## src/rtl/deq_pkg.sv

```systemverilog
// Shared types and constants for the double-ended queue core.
// No dependencies; imported by every module of the block.
`default_nettype none

package deq_pkg;

    // Ring store geometry
    localparam int DEPTH  = 16;
    localparam int ADDR_W = (DEPTH > 1) ? $clog2(DEPTH) : 1;
    localparam int CNT_W  = $clog2(DEPTH + 1);
    localparam int SUM_W  = CNT_W + 1;
    localparam int DATA_W = 32;
    localparam int CMD_W  = 3;

    // Command codes; codes 6 and 7 are ignored by the datapath
    typedef enum logic [CMD_W-1:0] {
        CMD_PUSH_FRONT = 3'd0,
        CMD_PUSH_BACK  = 3'd1,
        CMD_POP_FRONT  = 3'd2,
        CMD_POP_BACK   = 3'd3,
        CMD_PEEK_FRONT = 3'd4,
        CMD_PEEK_BACK  = 3'd5
    } cmd_t;

    // Controller to datapath commands
    typedef struct packed {
        logic load;     // take the input word and execute it
    } dp_cmd_t;

endpackage

`default_nettype wire

```

## src/rtl/deq_ctrl.sv

```systemverilog
// Handshake controller of the double-ended queue core.
// Depends on deq_pkg; drives the datapath through dp_cmd_t.
`default_nettype none

module deq_ctrl (
    input  wire logic             clk,
    input  wire logic             rst_n,
    input  wire logic             cmd_valid,
    output logic                  cmd_ready,
    output logic                  rsp_valid,
    input  wire logic             rsp_ready,
    output deq_pkg::dp_cmd_t      dp_cmd
);
    import deq_pkg::*;

    typedef enum logic {
        ST_IDLE,
        ST_RESP
    } state_t;

    state_t state_reg;
    logic   cmd_ready_reg;
    logic   rsp_valid_reg;

    // State and registered handshake outputs
    always_ff @(posedge clk or negedge rst_n)
    begin
        if (!rst_n)
        begin
            state_reg     <= ST_IDLE;
            cmd_ready_reg <= 1'b1;
            rsp_valid_reg <= 1'b0;
        end
        else
        begin
            unique case (state_reg)
                ST_IDLE:
                begin
                    if (cmd_valid)
                    begin
                        state_reg     <= ST_RESP;
                        cmd_ready_reg <= 1'b0;
                        rsp_valid_reg <= 1'b1;
                    end
                end
                ST_RESP:
                begin
                    if (rsp_ready)
                    begin
                        state_reg     <= ST_IDLE;
                        cmd_ready_reg <= 1'b1;
                        rsp_valid_reg <= 1'b0;
                    end
                end
                default:
                begin
                    state_reg     <= ST_IDLE;
                    cmd_ready_reg <= 1'b1;
                    rsp_valid_reg <= 1'b0;
                end
            endcase
        end
    end

    assign cmd_ready   = cmd_ready_reg;
    assign rsp_valid   = rsp_valid_reg;
    assign dp_cmd.load = cmd_valid && cmd_ready_reg;

endmodule

`default_nettype wire

```

## src/rtl/deq_datapath.sv

```systemverilog
// Datapath of the double-ended queue core: ring store, indices, result regs.
// Depends on deq_pkg; sequenced by deq_ctrl through dp_cmd_t.
`default_nettype none

module deq_datapath (
    input  wire logic                          clk,
    input  wire logic                          rst_n,
    input  wire deq_pkg::dp_cmd_t              dp_cmd,
    input  wire logic [deq_pkg::CMD_W-1:0]     command,
    input  wire logic signed [deq_pkg::DATA_W-1:0] push_value,
    output logic                               ok,
    output logic signed [deq_pkg::DATA_W-1:0]  read_value,
    output logic [deq_pkg::CNT_W-1:0]          element_count
);
    import deq_pkg::*;

    // Ring store
    logic [DATA_W-1:0] mem [DEPTH];

    // Control state
    logic [ADDR_W-1:0] front_reg;
    logic [ADDR_W-1:0] front_next;
    logic [CNT_W-1:0]  count_reg;
    logic [CNT_W-1:0]  count_next;

    // Result registers
    logic              ok_reg;
    logic              ok_next;
    logic              is_read_reg;
    logic              is_read_next;
    logic [DATA_W-1:0] rd_data_reg;

    // Access decode
    logic              full;
    logic              empty;
    logic              wr_en;
    logic              rd_en;
    logic [ADDR_W-1:0] wr_addr;
    logic [ADDR_W-1:0] rd_addr;
    logic [ADDR_W-1:0] front_inc;
    logic [ADDR_W-1:0] front_dec;
    logic [SUM_W-1:0]  tail_sum;
    logic [SUM_W-1:0]  back_sum;
    logic [ADDR_W-1:0] tail_slot;
    logic [ADDR_W-1:0] back_slot;

    assign full  = (count_reg == CNT_W'(DEPTH));
    assign empty = (count_reg == '0);

    // Index arithmetic modulo DEPTH (the tail sum stays below twice DEPTH)
    assign front_inc = (front_reg == ADDR_W'(DEPTH - 1)) ? '0 : front_reg + 1'b1;
    assign front_dec = (front_reg == '0) ? ADDR_W'(DEPTH - 1) : front_reg - 1'b1;
    assign tail_sum  = SUM_W'(front_reg) + SUM_W'(count_reg);
    assign back_sum  = tail_sum - 1'b1;
    assign tail_slot = (tail_sum >= SUM_W'(DEPTH)) ?
                       ADDR_W'(tail_sum - SUM_W'(DEPTH)) : ADDR_W'(tail_sum);
    assign back_slot = (back_sum >= SUM_W'(DEPTH)) ?
                       ADDR_W'(back_sum - SUM_W'(DEPTH)) : ADDR_W'(back_sum);

    // Command decode
    always_comb
    begin
        front_next   = front_reg;
        count_next   = count_reg;
        ok_next      = 1'b0;
        is_read_next = 1'b0;
        wr_en        = 1'b0;
        rd_en        = 1'b0;
        wr_addr      = tail_slot;
        rd_addr      = front_reg;
        unique case (command)
            CMD_PUSH_FRONT:
            begin
                wr_addr = front_dec;
                if (!full)
                begin
                    wr_en      = 1'b1;
                    front_next = front_dec;
                    count_next = count_reg + 1'b1;
                    ok_next    = 1'b1;
                end
            end
            CMD_PUSH_BACK:
            begin
                if (!full)
                begin
                    wr_en      = 1'b1;
                    count_next = count_reg + 1'b1;
                    ok_next    = 1'b1;
                end
            end
            CMD_POP_FRONT:
            begin
                is_read_next = 1'b1;
                if (!empty)
                begin
                    rd_en      = 1'b1;
                    front_next = front_inc;
                    count_next = count_reg - 1'b1;
                    ok_next    = 1'b1;
                end
            end
            CMD_POP_BACK:
            begin
                is_read_next = 1'b1;
                rd_addr      = back_slot;
                if (!empty)
                begin
                    rd_en      = 1'b1;
                    count_next = count_reg - 1'b1;
                    ok_next    = 1'b1;
                end
            end
            CMD_PEEK_FRONT:
            begin
                is_read_next = 1'b1;
                if (!empty)
                begin
                    rd_en   = 1'b1;
                    ok_next = 1'b1;
                end
            end
            CMD_PEEK_BACK:
            begin
                is_read_next = 1'b1;
                rd_addr      = back_slot;
                if (!empty)
                begin
                    rd_en   = 1'b1;
                    ok_next = 1'b1;
                end
            end
            default:
            begin
                // unused codes leave indices, count and store as is; ok reads low
            end
        endcase
    end

    // Store write and registered read
    always_ff @(posedge clk)
    begin
        if (dp_cmd.load && wr_en)
        begin
            mem[wr_addr] <= push_value;
        end
        if (dp_cmd.load && rd_en)
        begin
            rd_data_reg <= mem[rd_addr];
        end
    end

    // Index, count and result flags
    always_ff @(posedge clk or negedge rst_n)
    begin
        if (!rst_n)
        begin
            front_reg   <= '0;
            count_reg   <= '0;
            ok_reg      <= 1'b0;
            is_read_reg <= 1'b0;
        end
        else if (dp_cmd.load)
        begin
            front_reg   <= front_next;
            count_reg   <= count_next;
            ok_reg      <= ok_next;
            is_read_reg <= is_read_next;
        end
    end

    assign ok            = ok_reg;
    assign read_value    = (ok_reg && is_read_reg) ? rd_data_reg : '0;
    assign element_count = count_reg;

endmodule

`default_nettype wire

```

## src/rtl/double_ended_queue_core.sv

```systemverilog
// Double-ended queue core: 32-bit words in a DEPTH-entry ring store.
// Response: the result word is offered in the cycle after the command is accepted.
// Flow: the controller takes no new command while the single response word
// waits; a stall on the response side holds the next command.
// Reset: asynchronous active low; the queue comes up empty, store left unset.
`default_nettype none

module double_ended_queue_core (
    input  wire logic                              clk,
    input  wire logic                              rst_n,
    input  wire logic                              cmd_valid,
    output logic                                   cmd_ready,
    input  wire logic [deq_pkg::CMD_W-1:0]         command,
    input  wire logic signed [deq_pkg::DATA_W-1:0] push_value,
    output logic                                   rsp_valid,
    input  wire logic                              rsp_ready,
    output logic                                   ok,
    output logic signed [deq_pkg::DATA_W-1:0]      read_value,
    output logic [deq_pkg::CNT_W-1:0]              element_count
);
    import deq_pkg::*;

    dp_cmd_t dp_cmd;

    // Handshake sequencing
    deq_ctrl u_ctrl (
        .clk       (clk),
        .rst_n     (rst_n),
        .cmd_valid (cmd_valid),
        .cmd_ready (cmd_ready),
        .rsp_valid (rsp_valid),
        .rsp_ready (rsp_ready),
        .dp_cmd    (dp_cmd)
    );

    // Store and index update
    deq_datapath u_datapath (
        .clk           (clk),
        .rst_n         (rst_n),
        .dp_cmd        (dp_cmd),
        .command       (command),
        .push_value    (push_value),
        .ok            (ok),
        .read_value    (read_value),
        .element_count (element_count)
    );

`ifndef SYNTHESIS
    // An accepted command produces a response word in the next cycle
    a_cmd_to_rsp: assert property (@(posedge clk) disable iff (!rst_n)
        (cmd_valid && cmd_ready) |=> (rsp_valid && !cmd_ready))
        else $error("no response after accepted command");

    // A delivered response frees the command side
    a_rsp_to_idle: assert property (@(posedge clk) disable iff (!rst_n)
        (rsp_valid && rsp_ready) |=> (cmd_ready && !rsp_valid))
        else $error("controller did not return to idle");

    // A push succeeds exactly when not full, and then grows the count by one
    a_push_count: assert property (@(posedge clk) disable iff (!rst_n)
        (cmd_valid && cmd_ready &&
         (command == CMD_PUSH_FRONT || command == CMD_PUSH_BACK)) |=>
        ((ok == ($past(element_count) != CNT_W'(DEPTH))) &&
         (element_count == (ok ? $past(element_count) + 1'b1 : $past(element_count)))))
        else $error("push count update mismatch");

    // A pop succeeds exactly when not empty, and then shrinks the count by one
    a_pop_count: assert property (@(posedge clk) disable iff (!rst_n)
        (cmd_valid && cmd_ready &&
         (command == CMD_POP_FRONT || command == CMD_POP_BACK)) |=>
        ((ok == ($past(element_count) != '0)) &&
         (element_count == (ok ? $past(element_count) - 1'b1 : $past(element_count)))))
        else $error("pop count update mismatch");
`endif

endmodule

`default_nettype wire
```

## config.mk

```make
export PLATFORM = sky130hd
export DESIGN_NAME = double_ended_queue_core
export DESIGN_NICKNAME = d
export VERILOG_FILES = /design/src/rtl/deq_pkg.sv /design/src/rtl/deq_ctrl.sv /design/src/rtl/deq_datapath.sv /design/src/rtl/double_ended_queue_core.sv
export SDC_FILE = /design/constraint.sdc
export NUM_CORES = 1
export LEC_CHECK = 0
export ABC_AREA = 1
export BUFFER_PORTS_ARGS = -buffer_cell sky130_fd_sc_hd__buf_2
export CELL_PAD_IN_SITES_DETAIL_PLACEMENT = 2
export CELL_PAD_IN_SITES_GLOBAL_PLACEMENT = 2
export CORE_ASPECT_RATIO = 0.6
export CORE_MARGIN = 1
export CORE_UTILIZATION = 45
export CTS_CLUSTER_SIZE = 28
export DETAILED_ROUTE_END_ITERATION = 10
export HOLD_SLACK_MARGIN = 0.03
export PLACE_DENSITY = 0.84
export SETUP_SLACK_MARGIN = 0.2
export SYNTH_ARGS = -nofsm -noshare
export SYNTH_HDL_FRONTEND = slang
export SYNTH_SLANG_ARGS = --single-unit
```

## constraint.sdc

```tcl
create_clock -name clk -period 9.35 [get_ports clk]
set_clock_uncertainty 0.2 [all_clocks]
set_input_delay 0.935 -clock clk [delete_from_list [all_inputs] [get_ports clk]]
set_output_delay 0.935 -clock clk [all_outputs]
set_load 0.1 [all_outputs]
```

==> After elaboration in Yosys (flattened, before gate mapping) <==
Memories as Yosys holds them, arrays and structs flattened. A register that Yosys moved wholly into a read port is not among the register bits.
Index checks and enable logic that the tools add are counted.
{ "op_classes": {"n_addsub": 8, "n_lt_le_gt_ge": 2, "eq_ne": 13, "muxes": 30, "n_bitwise": 1, "n_reduce_logical": 16} }
{ "op_table": {"columns": ["operator", "count"], "rows": [
  ["$mux W32", 1],
  ["$mux W4", 8],
  ["$mux W1", 13],
  ["$ge A6 B5 Y1 const B", 2],
  ["$ne A2 B2 Y1 const B", 6],
  ["$sub A4 B1 Y4 const B", 3],
  ["$mux W5", 2],
  ["$pmux W5 S2", 1],
  ["$pmux W1 S2", 4],
  ["$pmux W4 S2", 1],
  ["$reduce_and A4 Y1", 2],
  ["$add A4 B5 Y6", 1],
  ["$eq A3 B2 Y1 const B", 2],
  ["$eq A3 B3 Y1 const B", 2],
  ["$reduce_or A2 Y1", 3],
  ["$sub A6 B1 Y6 const B", 1],
  ["$add A5 B1 Y5 const B", 1],
  ["$eq A5 B5 Y1 const B", 1],
  ["$logic_not A5 Y1", 1],
  ["$sub A5 B1 Y5 const B", 1],
  ["$add A4 B1 Y4 const B", 1],
  ["$eq A4 B4 Y1 const B", 1],
  ["$logic_and A1 B1 Y1", 4],
  ["$logic_not A4 Y1", 1],
  ["6 further kinds", 7]
]} }
{ "totals": {"ff_bits": 14, "ramBits": 512, "input_bits": 39, "output_inout_bits": 40, "word_cells": 78, "memories": 1} }
{ "mem_list": {"columns": ["memory", "depth", "width", "read_ports", "rd_ports_with_merged_regs", "write_ports", "line", "text"], "rows": [
  ["u_datapath.mem", 16, 32, 1, 1, 1, "deq_datapath.sv:18", "logic [DATA_W-1:0] mem [DEPTH];"]
]} }

==> Logic depth before layout (Yosys ltp) <==
Gate-level depths: netlist (run 1).
{ "logic_depth": {"depth_word": 6, "depth_mapped": 13, "mapped_depth_nobuf": 12} }

==> By module <==
From an unflattened synthesis (run 1), not the netlist that was laid out.
{ "hier_totals": {"hier_cells": 2405, "hier_area_um2": 24766.3} }
{ "by_module_without_submodules": {"columns": ["mod", "instances", "cells_each", "area_each_um2", "seq_area_each_um2"], "rows": [
  ["deq_datapath", 1, 2389, 24632.4, 16610.9],
  ["deq_ctrl", 1, 16, 133.9, 76.3]
]} }

==> Worst setup path after synthesis (run 1) <==
Ideal clock, no wire load.
{ "synth_path": {"kind": "reg-to-reg", "start": "reg u_datapath.count_reg[0], in the netlist u_datapath.element_count[0]", "end": "mem u_datapath.mem[0][0], enable pin", "setup_ns": 0.421, "arrival_time_ns": 3.493, "t_required_ns": 8.729, "path_slack_ns": 5.236, "path_stages_with_launch": 8, "n_path_buf": 0, "synth_period_minus_slack_ns": 4.114, "path_cell_list": "dfrtp_1 > ha_1 > fa_1 > nor2_1 > nor2_1 > o21ai_0 > nand2_1 > nor2_1"} }
{ "synth_between": {"elab_chain_cells": 6, "elab_cells_between_ends": 11, "classes_between": "add/sub: 2; order compare: 1; eq/ne: 1; mux: 6; reduce/logical: 1"} }
{ "synth_lines": {"columns": ["item", "line", "text"], "rows": [
  ["from (decl)", "deq_datapath.sv:23", "logic [CNT_W-1:0] count_reg;"],
  ["from (signal assigned)", "deq_datapath.sv:166", "count_reg <= count_next;"],
  ["parallel branches: the longest is 6 deep, another holds $add A4 B5 Y6", null, null],
  ["to (decl)", "deq_datapath.sv:18", null]
]} }
Parallel ways; which one is timed is not known.

==> Final worst setup path (run 1) <==
{ "layout_path": {"start": "in command[2] (netlist bit)", "end": "reg u_datapath.rd_data_reg[11] (read register of u_datapath.mem), data pin"} }
{ "layout_between": {"elab_chain_cells": 4, "elab_cells_between_ends": 9, "classes_between": "eq/ne: 4; mux: 2; reduce/logical: 3"} }
{ "layout_lines": {"columns": ["item", "line", "text"], "rows": [
  ["from (decl)", "double_ended_queue_core.sv:13", "input wire logic [deq_pkg::CMD_W-1:0] command,"],
  ["$eq A3 B2 Y1 / $eq A3 B3 Y1 (equally long branches)", "deq_datapath.sv:71", "unique case (command)"],
  ["$reduce_or A4 Y1 (no source line)", null, null],
  ["$mux W1", null, null],
  ["$logic_and A1 B1 Y1", "deq_datapath.sv:147", "if (dp_cmd.load && rd_en)"],
  ["to (decl)", "deq_datapath.sv:31", "logic [DATA_W-1:0] rd_data_reg;"]
]} }
Several ways; a longest one is shown, not always the timed one.
A chain may end at the register's enable or synchronous reset.

==> results.yml, run 1 <==
sta:
  rsz0062_at_grt: "false"
  fmaxAchievable_mhz: 211
  setup_tns_ns: 0
  timing.final.crit_share: 0.508
  maxSlewViolCount: 0
  maxSlewHeadroom: 0.229
  tightest_slew_ns: 1.16
  layout_min_cycle_time_ns: 4.75
  finalSetupViolations: 0
  hold_viol_final: 0
clock_tree:
  cts_buffer_depth: 3
  cts_htree_levels: 2
  cts_sinks: 558
  cts_made_buffers: 52
  cts_setup_buffers: 0
  clkSlewWorstSetupHoldPaths_ns: 0.07
  clk_root_buffer_cell: "clkbuf_16"
  cts_resized: 0
  clk-insertion-delay-late_ns: 0.59
  hold_buffers: 0
  cts_tree: "built"
floorplan:
  die_w_um: 306
  start_util: 0.458
  pin_count: 79
  rows: 66
  core_sq_um: 54500
  die_y_um: 184
  dieArea_sq_um: 56400
global_route:
  grt_max_degree: 86
  grt_usage: 0.311
  antenna_found_initial: 3
  grt_first_pass_wirelength_um: 129000
  overflow: 0
  grt_pass1_vias: 20300
synthesis:
  ys_warn_count: 0
  seq_area_frac_synth: 0.669
  yosysTopAreaCell: "edfxtp_1"
  syn-cell-area_sq_um: 25000
  avgSynthCellArea_sq_um: 10.6
  synth_fp_nets: 2393
  yosys-top-cells-area: "edfxtp_1 65%, nand3_1 11%, inv_1 7.1%, nand2_1 6.2%, nand3b_1 2.9%"
  yosysTopAreaCellShare: 0.655
  ys_types: 27
  ys_seq_elements: 558
  syn_inst: 2343
route:
  drt_iter0_drc: 1547
  ant_nets: 0
  routed_wirelength_um: 86600
  avgViaCountPerCell: 5.75
  post_drt_wl_per_cell_um: 27.6
  vias: 18000
  firstDrtPassIters: 5
  post-route-drc-count: 0
setup_path:
  path_cells: "buf_2, inv_1, nand3_2, nand2_1, nand2_4, nand2_8, buf_4, nand2_1, nand3_1, nand3_1, nand3_1, nand2_1"
  slowest_stage: "buf_4"
  max_stage_delay_ns: 0.83
  start_kind: "primary input"
  critPathCaptureType: "register"
  cp_data_arrival_time_ns: 4.88
  required_ns: 9.48
  crit_type: "primary input to register"
  path_max_fanout: 85
power_and_ir_drop:
  swShare: 0.438
  switchingPower_mw: 3.79
  combPwrFrac: 0.420
  leakagePower_nw: 11.4
  power_frac_clock: 0.233
  fin_total_pwr_mw: 8.64
  ir_drop_uv: 279
  intPower_mw: 4.85
  p_seq_frac: 0.347
  powerDensity_nw_per_um2: 315
flow_run:
  cap_violations: 0
layout:
  n_fill_cell: 5528
  drive_above_1_share: 0.0851
  area_growth_syn_to_layout_pct: 10.1
  largest_reg_flops: 512
  nNetsFinal: 2434
  antennaDiodeCount: 0
place:
  gp_congestion: 0.780
  port_buffers: 78
  place_hpwl_um: 47000
min_path:
  hp-class: "primary input to async pin"
run_status:
  status: "complete, no violations"
## cells by family after synthesis
family / share of synthesized area
and+or+nand+nor: 0.215
xor gates and xnor gates: 0.00316
buffers and inverters: 0.0999
DFF: 0.669
adders and majority gates: 0.00612
AOI/OAI and AO/OA: 0.00682
## path summary, 6_finish.rpt
| kind | startpoint | to | slack (ns) | depth (start not counted) |
|---|---|---|---|---|
| worst max register to register | u_datapath.front_reg[0]$_DFFE_PN0P_ | u_datapath.rd_data_reg[2]$_DFFE_PP_ | 4.69 | 12 |
| worst min register to register | u_ctrl.cmd_ready$_DFFE_PN1P_ | u_ctrl.cmd_ready$_DFFE_PN1P_ | 0.32 | 2 |
| worst max-delay path | command[2] | u_datapath.rd_data_reg[11]$_DFFE_PP_ | 4.60 | 12 |
| min in group clk | u_ctrl.cmd_ready$_DFFE_PN1P_ | u_ctrl.cmd_ready$_DFFE_PN1P_ | 0.32 | 2 |
| max in group asynchronous | rst_n | u_ctrl.cmd_ready$_DFFE_PN1P_ | 8.58 | 1 |
| worst min-delay path | rst_n | u_datapath.element_count[0]$_DFFE_PN0P_ | 0.05 | 1 |
## placed cells by master, fill, tap and decap left out
| master | n |
|---|---|
| xnor2_1 | 4 |
| buf_2 | 78 |
| xor2_1 | 5 |
| clkinv_2 | 5 |
| nand2_8 | 1 |
| a21oi_1 | 4 |
| clkbuf_1 | 13 |
| nand2_2 | 3 |
| clkinvlp_4 | 1 |
| inv_2 | 1 |
| nand2_4 | 2 |
| nor2_4 | 17 |
| ha_1 | 9 |
| a21oi_4 | 1 |
| nor2_1 | 46 |
| o211ai_1 | 3 |
| dfstp_2 | 1 |
| clkinv_4 | 1 |
| nand3b_1 | 96 |
| o21ai_4 | 3 |
| nand3_4 | 1 |
| inv_1 | 474 |
| clkinv_1 | 18 |
| clkbuf_16 | 53 |
| nand2_1 | 408 |
| nand3_1 | 557 |
| bufinv_16 | 1 |
| nand3_2 | 3 |
| o21ai_0 | 17 |
| nor3_1 | 2 |
| fa_1 | 2 |
| buf_4 | 34 |
| edfxtp_1 | 544 |
| dfrtp_1 | 13 |
## worst max-delay path: cells and delay by family
family / cells / cell delay [ns]
buffers and inverters: 3 / 1.08
and+or+nand+nor: 9 / 2.70
## synth_stat cells, drive strengths merged
library cell / count
nand3: 561
edfxtp: 544
inv: 476
nand2: 414
buf: 99
nand3b: 96
nor2: 63
clkbuf: 26
o21ai: 20
dfrtp: 13
ha: 9
a21oi: 5
xor2: 5
xnor2: 4
o211ai: 3
fa: 2
nor3: 2
dfstp: 1
## cell type report
class	instances	area [sq um]	area share
repair buffers	112	646	0.0235
clock inverters	25	135	0.00492
multi-input cells	1184	5950	0.216
clock buffers	66	1380	0.0501
flip-flops and latches	558	16700	0.607
inverters	476	1790	0.0650
well taps	714	893	0.0325
## routing by layer
layer,vias up,global-route usage,wire length [um]
li1,7823,-,-
met1,9490,0.398,36600
met2,558,0.554,43200
met3,166,0.0410,4540
met4,4,0.0890,2200
met5,-,0,26
## power by group through the flow
stage	clock network [mW]	registers, mW	logic, mW
2_1_floorplan	0	3.12	2.33
3_3_place_gp	0	3.04	3.32
6_report	2.02	3.00	3.62
4_1_cts	2.04	3.00	3.62
3_5_place_dp	0	3.05	3.56
5_1_grt	2.12	3.01	3.88
## through the flow
step | cell area (sq um) | setup WS, ns | instances | utilization | hold slack, ns
5_1_grt | 27500 | 4.39 | 3135 | 0.504 | 0.0642
4_1_cts | 27500 | 4.70 | 3135 | 0.504 | 0.0443
3_3_place_gp | 26000 | 4.37 | 3044 | 0.476 | 0.277
6_report | 27500 | 4.60 | 3135 | 0.504 | 0.0539
2_1_floorplan | 25000 | 5.24 | 2343 | - | 0.250
3_5_place_dp | 26000 | 4.11 | 3044 | 0.476 | 0.307
No activity file was read; power rests on OpenSTA's default activity.
==> run 2: changes to the inputs <==
--- a/config.mk
+++ b/config.mk
@@ -5,17 +5,17 @@
 export SDC_FILE = /design/constraint.sdc
 export NUM_CORES = 1
 export LEC_CHECK = 0
-export ABC_AREA = 1
+export ABC_AREA = 0
 export BUFFER_PORTS_ARGS = -buffer_cell sky130_fd_sc_hd__buf_2
 export CELL_PAD_IN_SITES_DETAIL_PLACEMENT = 2
 export CELL_PAD_IN_SITES_GLOBAL_PLACEMENT = 2
 export CORE_ASPECT_RATIO = 0.6
 export CORE_MARGIN = 1
-export CORE_UTILIZATION = 45
+export CORE_UTILIZATION = 46
 export CTS_CLUSTER_SIZE = 28
 export DETAILED_ROUTE_END_ITERATION = 10
 export HOLD_SLACK_MARGIN = 0.03
-export PLACE_DENSITY = 0.84
+export PLACE_DENSITY = 0.8
 export SETUP_SLACK_MARGIN = 0.2
 export SYNTH_ARGS = -nofsm -noshare
 export SYNTH_HDL_FRONTEND = slang
==> constraint.sdc (replaced) <==
create_clock -name clk -period 4.6 [get_ports clk]
set_clock_uncertainty 0.2 [all_clocks]
set_input_delay 0.46 -clock clk [delete_from_list [all_inputs] [get_ports clk]]
set_output_delay 0.46 -clock clk [all_outputs]
set_load 0.1 [all_outputs]
==> run 2 against run 1 <==
Against the previous run: sequential share of layout area down 9.0 points; first-iteration DRC count down 0.97%; worst hold slack better by 0.013 ns; clock power up 120%; synthesized cell count down 11%; register-to-register slack worse by 4.1 ns; global-route usage down 1.2 points; clock-buffer cell count up 2; cell count down 3.3%; setup slack worse by 4.0 ns; critical path type is now register to register; highest routed layer unchanged.
==> results.yml, run 2 <==
run_status:
  status: "complete, no violations"
route:
  avgViaCountPerCell: 6.42
  vias: 19500
  routed_wirelength_um: 94600
  firstDrtPassIters: 7
  post-route-drc-count: 0
  ant_nets: 0
  post_drt_wl_per_cell_um: 31.2
  drt_iter0_drc: 1532
layout:
  largest_reg_flops: 512
  n_fill_cell: 5579
  seq_area_sq_um: 16700
  area_growth_syn_to_layout_pct: 13.2
  postLayoutCellArea_sq_um: 32300
  layout_commonest_cell: "mux2i_1"
  mostFrequentLayoutCells: "577 x mux2i_1, 544 x edfxtp_1, 135 x nor2_1"
  multi_input_area_sq_um: 11200
  nNetsFinal: 2211
  drive_above_1_share: 0.149
  final_cells: 3032
floorplan:
  core_sq_um: 61000
  rows: 70
  dieArea_sq_um: 63000
  die_w_um: 323
  pin_count: 79
  start_util: 0.467
  die_y_um: 195
place:
  pre_cts_ws_ns: 0.681
  dpl_cell_area_sq_um: 30300
  place_hpwl_um: 53100
  port_buffers: 78
  gp_congestion: 0.765
  dpl.cell_count: 2897
sta:
  fmaxAchievable_mhz: 250
  rsz0062_at_grt: "false"
  hold_viol_final: 0
  setup_tns_ns: 0
  maxSlewViolCount: 0
  timing.final.crit_share: 0.869
  finalSetupViolations: 0
  maxSlewHeadroom: 0.218
  tightest_slew_ns: 1.17
  layout_min_cycle_time_ns: 4.00
  setup_slack_ns: 0.601
power_and_ir_drop:
  intPower_mw: 14.8
  fin_total_pwr_mw: 27.3
  switchingPower_mw: 12.5
  power_frac_clock: 0.160
  ir_drop_uv: 967
  powerDensity_nw_per_um2: 846
  combPwrFrac: 0.606
  leakagePower_nw: 11.9
  p_seq_frac: 0.235
  swShare: 0.457
flow_run:
  cap_violations: 0
synthesis:
  seq_area_frac_synth: 0.585
  ys_seq_elements: 558
  synth_edf_count: 544
  synth_commonest_cells: "577 x mux2i_1, 544 x edfxtp_1, 151 x nor2_1"
  async_flop_share: 0.0251
  synth.most_common_cell: "mux2i_1"
  syn-cell-area_sq_um: 28500
  ys_warn_count: 0
  yosysTopAreaCell: "edfxtp_1"
  synth_fp_nets: 2138
  synth_flop_cell: "edfxtp_1"
  ys_types: 47
  yosysTopAreaCellShare: 0.573
  syn_inst: 2088
  yosys-top-cells-area: "edfxtp_1 57%, mux2i_1 20%, o211ai_1 3.4%, mux2_2 2.6%, nand4_1 2.1%"
  avgSynthCellArea_sq_um: 13.7
setup_path:
  critPathCaptureType: "register"
  path_cells: "ha_1, fa_1, inv_1, ha_4, buf_4, buf_4, mux2i_1, mux2i_1, mux2_2, nand4_1, nand4_1"
  cp_data_arrival_time_ns: 4.13
  required_ns: 4.73
  slowest_stage: "fa_1"
  path_max_fanout: 23
  crit_type: "register to register"
  max_stage_delay_ns: 0.58
  start_kind: "register"
clock_tree:
  cts_sinks: 558
  cts_made_buffers: 54
  cts_tree: "built"
  cts_htree_levels: 2
  cts_resized: 0
  clk-insertion-delay-late_ns: 0.63
  cts_buffer_depth: 3
  clk_root_buffer_cell: "clkbuf_16"
  clkSlewWorstSetupHoldPaths_ns: 0.07
global_route:
  antenna_found_initial: 5
  overflow: 0
  grt_first_pass_wirelength_um: 140000
  grt_pass1_vias: 21600
  grt_max_degree: 127
  grt_usage: 0.299
min_path:
  hp-class: "primary input to register"
[run 2: cell count changes in the layout (fill, tap and decap cells not counted), moves of 127 or more]
cell      change
mux2i_1     +577
inv_1       -460
nand2_1     -400
nand3_1     -552
o211ai_1    +127
[run 2: power groups by stage]
stage	registers [mW]	logic, mW	clock network (mW)
2_1_floorplan	6.54	11.1	0
4_1_cts	6.40	16.5	4.43
6_report	6.41	16.6	4.37
5_1_grt	6.43	17.3	4.58
3_5_place_dp	6.51	16.2	0
3_3_place_gp	6.47	15.3	0
[run 2: logic make-up after synthesis]
group,after synthesis,synth area share
AND/OR/NAND/NOR,432,0.0805
XOR/XNOR,17,0.00619
AO/OA/AOI/OAI,237,0.0645
multiplexers,643,0.229
flip-flops,558,0.585
buffers and inverters,190,0.0296
adder cells (fa/ha/maj),11,0.00535
[run 2: final cells by class]
class,count,area share
sequential,558,0.517
multi-input combinational,1340,0.347
timing repair buffer,193,0.0517
clock buffer,68,0.0435
tap,828,0.0321
clock inverter,29,0.00725
inverter,14,0.00163
antenna,2,0.000155
[run 2: metrics by stage]
step | utilization | hold slack, ns
finish | 0.529 | 0.0670
global route | 0.529 | 0.0515
CTS | 0.529 | 0.0358
detailed placement | 0.496 | 0.204
global placement | 0.496 | 0.195
floorplan | - | -0.0356
[run 2: path summary, 6_finish.rpt]
path	start	to	slack, ns	cells after the start
max in group asynchronous	rst_n	u_ctrl.cmd_ready$_DFFE_PN1P_	3.81	2
min in group asynchronous	rst_n	u_datapath.is_read_reg$_DFFE_PN0P_	0.08	2
setup / recovery	u_datapath.front_reg[0]$_DFFE_PN0P_	u_datapath.rd_data_reg[22]$_DFFE_PP_	0.60	11
hold / removal	push_value[27]	u_datapath.mem[12][27]$_DFFE_PP_	0.07	1
hold reg to reg	u_ctrl.state_reg$_DFF_PN0_	u_ctrl.rsp_valid$_DFFE_PN0P_	0.31	1
setup reg to reg	u_datapath.front_reg[0]$_DFFE_PN0P_	u_datapath.rd_data_reg[22]$_DFFE_PP_	0.60	11
[run 2: critical path, delay by kind of cell (launching register included)]
family | cells | cell delay [ns]
adder cells (fa/ha/maj) | 3 | 1.41
buffers and inverters | 3 | 0.69
flip-flops | 1 | 0.49
multiplexers | 3 | 0.66
AND/OR/NAND/NOR | 2 | 0.24
[run 2: repair_timing]
item | CTS | global route
setup buffers | 0 | 0
hold endpoints to repair | 477 | 0
hold buffers | 36 | 0
[run 2: metal layers]
metal / vias to the layer above / wire (um) / global-route usage
met2: 567 / 46600 / 0.504
li1: 8359 / - / -
met1: 10400 / 41600 / 0.404
met4: 2 / 1840 / 0.0793
met5: - / 12 / 0
met3: 132 / 4630 / 0.0396
